**config.mk**
```make
export PLATFORM = sky130hd
export DESIGN_NAME = evs_div
export DESIGN_NICKNAME = d
export VERILOG_FILES = /design/src/rtl/evs_pkg.sv /design/src/rtl/evs_div.sv
export SDC_FILE = /design/constraint.sdc
export NUM_CORES = 1
export LEC_CHECK = 0
export ABC_AREA = 1
export ABC_CLOCK_PERIOD_IN_PS = 1860
export BUFFER_PORTS_ARGS = -buffer_cell sky130_fd_sc_hd__buf_2
export CAP_MARGIN = 30
export CORE_ASPECT_RATIO = 1.4
export CORE_MARGIN = 3
export CORE_UTILIZATION = 30
export CTS_BUF_LIST = sky130_fd_sc_hd__clkbuf_2
export DETAILED_ROUTE_END_ITERATION = 7
export PLACE_DENSITY = 0.62
export SYNTH_ARGS = -nofsm -noshare
export SYNTH_HDL_FRONTEND = slang
export SYNTH_SLANG_ARGS = --single-unit
```
**constraint.sdc**
```tcl
create_clock -name clk -period 1.86 [get_ports clk]
set_input_delay 0.093 -clock clk [delete_from_list [all_inputs] [get_ports clk]]
set_output_delay 0.093 -clock clk [all_outputs]
set_load 0.02 [all_outputs]
```
**src/rtl/evs_pkg.sv**
```systemverilog
`default_nettype none

package evs_pkg;

	localparam int FRAME_SAMPLES = 400;

	localparam int IDX_W   = $clog2(FRAME_SAMPLES);
	localparam int FILL_W  = $clog2(FRAME_SAMPLES + 1);
	localparam int CROSS_W = $clog2(FRAME_SAMPLES);
	// one square is at most 2^30, so the window sum needs 31 + log2(depth) bits
	localparam int SUM_W   = 31 + $clog2(FRAME_SAMPLES);

	localparam int SAMPLE_W   = 16;
	localparam int SQUARE_W   = 31;
	localparam int ENERGY_W   = 39;
	localparam int CROSS_OUT_W = 9;
	localparam int POS_W      = 32;
	localparam int HOP_W      = 9;
	localparam int COUNT_W    = 16;
	localparam int STATUS_W   = 2;

	localparam int ECMP_W = (SUM_W > ENERGY_W) ? SUM_W : ENERGY_W;
	localparam int CCMP_W = (CROSS_W > 12) ? CROSS_W : 12;

	localparam int DIV_STEPS = POS_W;
	localparam int DIV_CNT_W = $clog2(DIV_STEPS);

	localparam int TDATA_W = 232;
	localparam int TUSER_W = 2;

	localparam int APB_ADDR_W = 6;
	localparam int APB_DATA_W = 64;
	localparam int REG_IDX_W  = 3;

	localparam logic [REG_IDX_W-1:0] REG_ENERGY_THR = 3'd0;
	localparam logic [REG_IDX_W-1:0] REG_ENERGY_FLR = 3'd1;
	localparam logic [REG_IDX_W-1:0] REG_CROSS_THR  = 3'd2;
	localparam logic [REG_IDX_W-1:0] REG_CROSS_FLR  = 3'd3;
	localparam logic [REG_IDX_W-1:0] REG_HOP        = 3'd4;
	localparam logic [REG_IDX_W-1:0] REG_MIN_SEG    = 3'd5;
	localparam logic [REG_IDX_W-1:0] REG_SEG_LIMIT  = 3'd6;

	localparam logic [STATUS_W-1:0] STATUS_RUN   = 2'd0;
	localparam logic [STATUS_W-1:0] STATUS_DONE  = 2'd1;
	localparam logic [STATUS_W-1:0] STATUS_SHORT = 2'd2;

	function automatic logic [IDX_W-1:0] next_idx(input logic [IDX_W-1:0] i);
		next_idx = (i == IDX_W'(FRAME_SAMPLES - 1)) ? '0 : i + IDX_W'(1);
	endfunction

endpackage

`default_nettype wire

```
**src/rtl/evs_div.sv**
```systemverilog
`default_nettype none

// restoring divider, one quotient bit per cycle
module evs_div (
	input  wire logic                           clk,
	input  wire logic                           arst_n,
	input  wire logic                           start,
	input  wire logic [evs_pkg::POS_W-1:0]      dividend,
	input  wire logic [evs_pkg::HOP_W-1:0]      divisor,
	output logic                                done,
	output logic [evs_pkg::POS_W-1:0]           quotient
);

	logic                             busy_q;
	logic [evs_pkg::DIV_CNT_W-1:0]    cnt_q;
	logic [evs_pkg::HOP_W-1:0]        den_q;
	logic [evs_pkg::HOP_W-1:0]        rem_q;
	logic [evs_pkg::POS_W-1:0]        quo_q;
	logic                             done_q;
	logic [evs_pkg::HOP_W:0]          rem_sh;
	logic                             fits;

	always_comb begin
		rem_sh = {rem_q, quo_q[evs_pkg::POS_W-1]};
		fits   = rem_sh >= {1'b0, den_q};
	end

	always_ff @(posedge clk or negedge arst_n) begin
		if (!arst_n) begin
			busy_q <= 1'b0;
			done_q <= 1'b0;
			cnt_q  <= '0;
			den_q  <= '0;
			rem_q  <= '0;
			quo_q  <= '0;
		end else begin
			done_q <= 1'b0;
			if (start) begin
				busy_q <= 1'b1;
				cnt_q  <= evs_pkg::DIV_CNT_W'(evs_pkg::DIV_STEPS - 1);
				den_q  <= divisor;
				rem_q  <= '0;
				quo_q  <= dividend;
			end else if (busy_q) begin
				rem_q <= fits ? evs_pkg::HOP_W'(rem_sh - {1'b0, den_q})
				              : rem_sh[evs_pkg::HOP_W-1:0];
				quo_q <= {quo_q[evs_pkg::POS_W-2:0], fits};
				if (cnt_q == '0) begin
					busy_q <= 1'b0;
					done_q <= 1'b1;
				end else begin
					cnt_q <= cnt_q - 1'b1;
				end
			end
		end
	end

	assign done     = done_q;
	assign quotient = quo_q;

endmodule

`default_nettype wire

```
### Word-level counts from Yosys, hierarchy flattened

Cells that the tools add are included.

* register bits after elaboration: 57
* bits of input ports: 44
* output and inout port bits: 33
* logic and storage cells: 27

* $add $sub $neg: 2
* $lt $le $gt $ge: 1
* equal/unequal tests: 1
* muxes and demuxes: 14
* reductions and logical operators: 3

Operators with widths (count)
* 32-bit 2-to-1 mux: 2
* 9-bit 2-to-1 mux: 3
* 5-bit 2-to-1 mux: 3
* 10-bit by 9-bit >= comparator with 1-bit output: 1
* 9-bit subtractor: 1
* 1-bit 2-to-1 mux: 6
* 5-bit zero test: 1
* 5-bit by 1-bit subtractor with 5-bit output, second input constant: 1
* 2-bit != test, second input constant: 1
* 2-bit AND reduction: 1
* 2-bit nonzero test: 1

### Longest topological paths before layout

* word-level depth: 4
* mapped depth: 13
* mapped depth without buffers: 12

### Worst setup path before layout

No wires, ideal clock.

* kind: reg2reg
* from: reg quo_q, in the netlist quotient[31]
* to: reg rem_q[5] (netlist name)
* library setup time: 116 ps
* data arrival time: 1713 ps
* required time: 1744 ps
* slack: 31 ps
* stages on the path, launching flop included: 12
* path buffers: 0
* period minus slack after synthesis: 1829 ps
* path through: dfrtp_1 inv_1 ha_1 fa_1 inv_1 nand2_1 nand3_2 nand2_4 nand2_8 nand3_1 nand2_1 nand2_1

* longest elaborated chain between the ends: 4
* elaborated cells on any way between the ends: 5
* classes of those cells: add/sub: 1; order compare: 1; mux: 3

Ends and longest elaborated chain
* start, declared: line evs_div.sv:18 `logic [evs_pkg::POS_W-1:0] quo_q;`
* start signal, assigned: line evs_div.sv:43 `quo_q <= dividend;`
* start signal, assigned: line evs_div.sv:47 `quo_q <= {quo_q[evs_pkg::POS_W-2:0], fits};`
* 9-bit subtractor or 10-bit by 9-bit >= comparator with 1-bit output (tied branches): line evs_div.sv:45, evs_div.sv:25
* 9-bit 2-to-1 mux (*): line evs_div.sv:45 `rem_q <= fits ? evs_pkg::HOP_W'(rem_sh - {1'b0, den_q})`
* 9-bit 2-to-1 mux (*): line evs_div.sv:44 `end else if (busy_q) begin`
* 9-bit 2-to-1 mux (*): line evs_div.sv:38 `if (start) begin`
* end signal, assigned: line evs_div.sv:45
* end, declared: line evs_div.sv:17 `logic [evs_pkg::HOP_W-1:0] rem_q;`

Mark *: on every way between the ends. The rest lies on a longest branch, timed or not. The select of a mux whose other input is x is not followed.
A chain may end at the register's enable or synchronous reset.

### Worst setup path after layout

* from: reg rem_q[4] (netlist name)
* to: reg rem_q[0] (netlist name)

* longest elaborated chain between the ends: 4

Ends and longest elaborated chain
* 10-bit by 9-bit >= comparator with 1-bit output: line evs_div.sv:25 `fits = rem_sh >= {1'b0, den_q};`
* 9-bit 2-to-1 mux: line evs_div.sv:45
* 9-bit 2-to-1 mux: line evs_div.sv:44
* 9-bit 2-to-1 mux: line evs_div.sv:38

No other way between the ends. The select of a mux whose other input is x is not followed.

==> impl_metrics.json <==
{
  "max_freq_mhz": 557,
  "hold_viol": 0,
  "initial_utilization_pct": 31.1,
  "cts.clk_slew.worst_paths_ns": 0.19,
  "core_mm2": 0.00962,
  "detail_route.first_pass.iterations": 4,
  "std_cell_rows": 42,
  "grt_use_total_pct": 16.2,
  "worst_pin_slew_ns": 0.502,
  "wl_per_cell_um": 13.7,
  "drtAntennaViolNets": 0,
  "drv_cap": 0,
  "cts_buffer_depth": 2,
  "die_height_um": 124,
  "power_mw": 4.68,
  "fp.dieW_um": 90.4,
  "synth_area_mm2": 0.00299,
  "die_area_mm2": 0.0112,
  "fillers": 933,
  "holdPathStages": 2,
  "arrival_ns": 2.18,
  "hold_class": "in2reg",
  "yosysSeqAreaShare_pct": 47.7,
  "crit_required_ns": 2.25,
  "viasPerCell": 4.62,
  "leakage_nw": 2.20,
  "synthCells": 365,
  "cts_sinks": 57,
  "clock_latency_ns": 0.48,
  "numCtsBuffers": 9,
  "antenna_found_initial": 0,
  "cp_max_fo": 5,
  "detailed_place_hpwl_um": 6020,
  "area_growth_pct": 42.9,
  "fin_area_mm2": 0.00428,
  "fin_worst_skew_ns": 0.0205,
  "cts_max_level": 3,
  "fin_util_pct": 44.5,
  "ys.warnings.count": 0,
  "drc": 0,
  "relSlewSlack_pct": 66.5,
  "drive_gt1_share_pct": 24.8,
  "dpl-instance-area_mm2": 0.00356,
  "status": "complete, no violations",
  "vias": 2941,
  "pre_cts_ws_ns": 0.0229,
  "worstSetupPathType": "reg2reg",
  "yosys.area.top_type": "dfrtp_1",
  "antennaDiodeCount": 0,
  "pin_count": 77,
  "fin_crit_ns": 1.80,
  "power.density_mw_per_mm2": 1100,
  "gp_congestion": 0.856,
  "grt_overflow_total": 0,
  "syn-num-nets": 421,
  "rr_startpoint": "rem_q[4]",
  "nNetsFinal": 556,
  "cts_tree": "yes",
  "totalWireLength_um": 8700,
  "grt_pass1_vias": 3024,
  "ys_ff_latch": 57,
  "end_kind": "flip-flop",
  "grt_max_degree": 38,
  "stdcell_count": 637,
  "rr_worst_depth": 10,
  "synth_area_leaders": "dfrtp_1 48%, nand2_1 15%, inv_1 6.8%, ha_1 4.6%, nand3_1 4.2%",
  "root_buffer": "clkbuf_2",
  "startpoint": "rem_q[4]",
  "port_buffers": 76,
  "drv_slew": 0,
  "worst_slack_ns": 0.0638,
  "avgSynthCellArea_um2": 8.20,
  "numPlacedInstances": 569,
  "grt_pass1_wl_um": 14400,
  "startpoint_type": "flip-flop",
  "drtIter0Drc": 99,
  "synth_top_area_share_pct": 47.7,
  "hold_path_startpoint": "start",
  "max-vdd-ir-drop_mv": 0.413,
  "ys_types": 29,
  "min_period_over_period_pct": 96.6,
  "setup_viol": 0
}
-- worst max-delay path: stages (launching register included) --
cell and delay [ns]:
dfrtp_1 0.49, ha_4 0.32, nand2_2 0.09, nor2_1 0.17, nand2_2 0.11, nand3_4 0.11
nand2_8 0.09, nand2_4 0.12, nand2_1 0.06, nand3_1 0.06, o21ai_1 0.07
-- Yosys cell counts, drive strengths merged --
cell type	count
nand2	123
dfrtp	57
clkbuf	8
nor2	10
o221ai	14
buf	6
nor3	2
a21oi	8
inv	57
fa	1
nand3b	3
a22oi	3
ha	11
o21ai	18
nand4	2
xor2	3
nand3	26
o211ai	13
-- cell usage in the layout (no fill, tap or decap), drive strengths merged, types with 2 or more instances in the layout --
cell         synthesis  routed
nand3               26      26
clkinv               0       4
nand2              123     125
bufinv               0       2
nor3                 2       2
dlygate4sd3          0      48
buf                  6      88
nand3b               3       3
nor2                10      10
a21oi                8       8
clkbuf               8       9
o211ai              13      13
inv                 57      57
xor2                 3       3
dfrtp               57      57
ha                  11      11
a22oi                3       3
o221ai              14      14
o21ai               18      18
nand4                2       2
-- metrics by stage --
step | hold WS [ns] | setup TNS (ns)
after global placement | 0.0942 | 0
final | 0.0242 | 0
after global routing | 0.0346 | -0.184
after floorplan | -0.203 | 0
after detailed placement | 0.0936 | 0
after CTS | 0.0115 | 0
-- cells by family after synthesis --
logic type                 synth area share [%]
and+or+nand+nor                            24.1
buffers and inverters                      9.28
adders and majority gates                  5.27
AOI/OAI and AO/OA                          12.8
xor gates and xnor gates                  0.878
DFF                                        47.7
-- final cells by class --
cell class	instances	area [um^2]	share of cell area, %
clock buffer	9	45.0	1.05
clock inverter	7	85.1	1.99
inverter	57	214	5.00
multi-input combinational	239	1370	31.9
sequential	57	1430	33.3
tap	132	165	3.86
timing repair buffer	136	976	22.8
-- power breakdown --
group,internal (mW),switching [mW],total [mW]
Clock,0.431,0.498,0.930
Combinational,0.898,1.27,2.17
Sequential,1.42,0.162,1.59
Total,2.75,1.93,4.68
-- registers in the layout, summed over array words and instances, names as in the netlist --
name	flops
done	1
rem_q	9
den_q	9
busy_q	1
cnt_q	5
quotient	32
-- path summary, 6_finish.rpt --
| path | to | slack [ns] |
|---|---|---|
| hold / removal | den_q[3] | 0.02 |
| min in group asynchronous | rem_q[8] | 0.08 |
| setup / recovery | rem_q[0] | 0.06 |
| max in group asynchronous | quotient[17] | 1.18 |
| hold reg to reg | cnt_q[3] | 0.52 |
| setup reg to reg | rem_q[0] | 0.06 |
-- repair_timing --
action                                  in CTS  in global routing
hold endpoints to repair                    98                  0
endpoints found under the setup margin       0                 10
gates resized for setup                      0                 13
hold buffers                                48                  0
buffers inserted                             0                  2
-- layer usage --
layer  routed length (um)  global-route usage (%)  share of wire [%]  up-vias
met4                  276                    7.38                3.2        0
met1                 3600                    18.5                 41     1371
met3                  370                    3.14                4.3       27
li1                     -                       -                  -     1459
met5                    0                       0                  0        -
met2                 4450                    29.5                 51       84
Note: power is estimated with default switching activity, not from simulation.
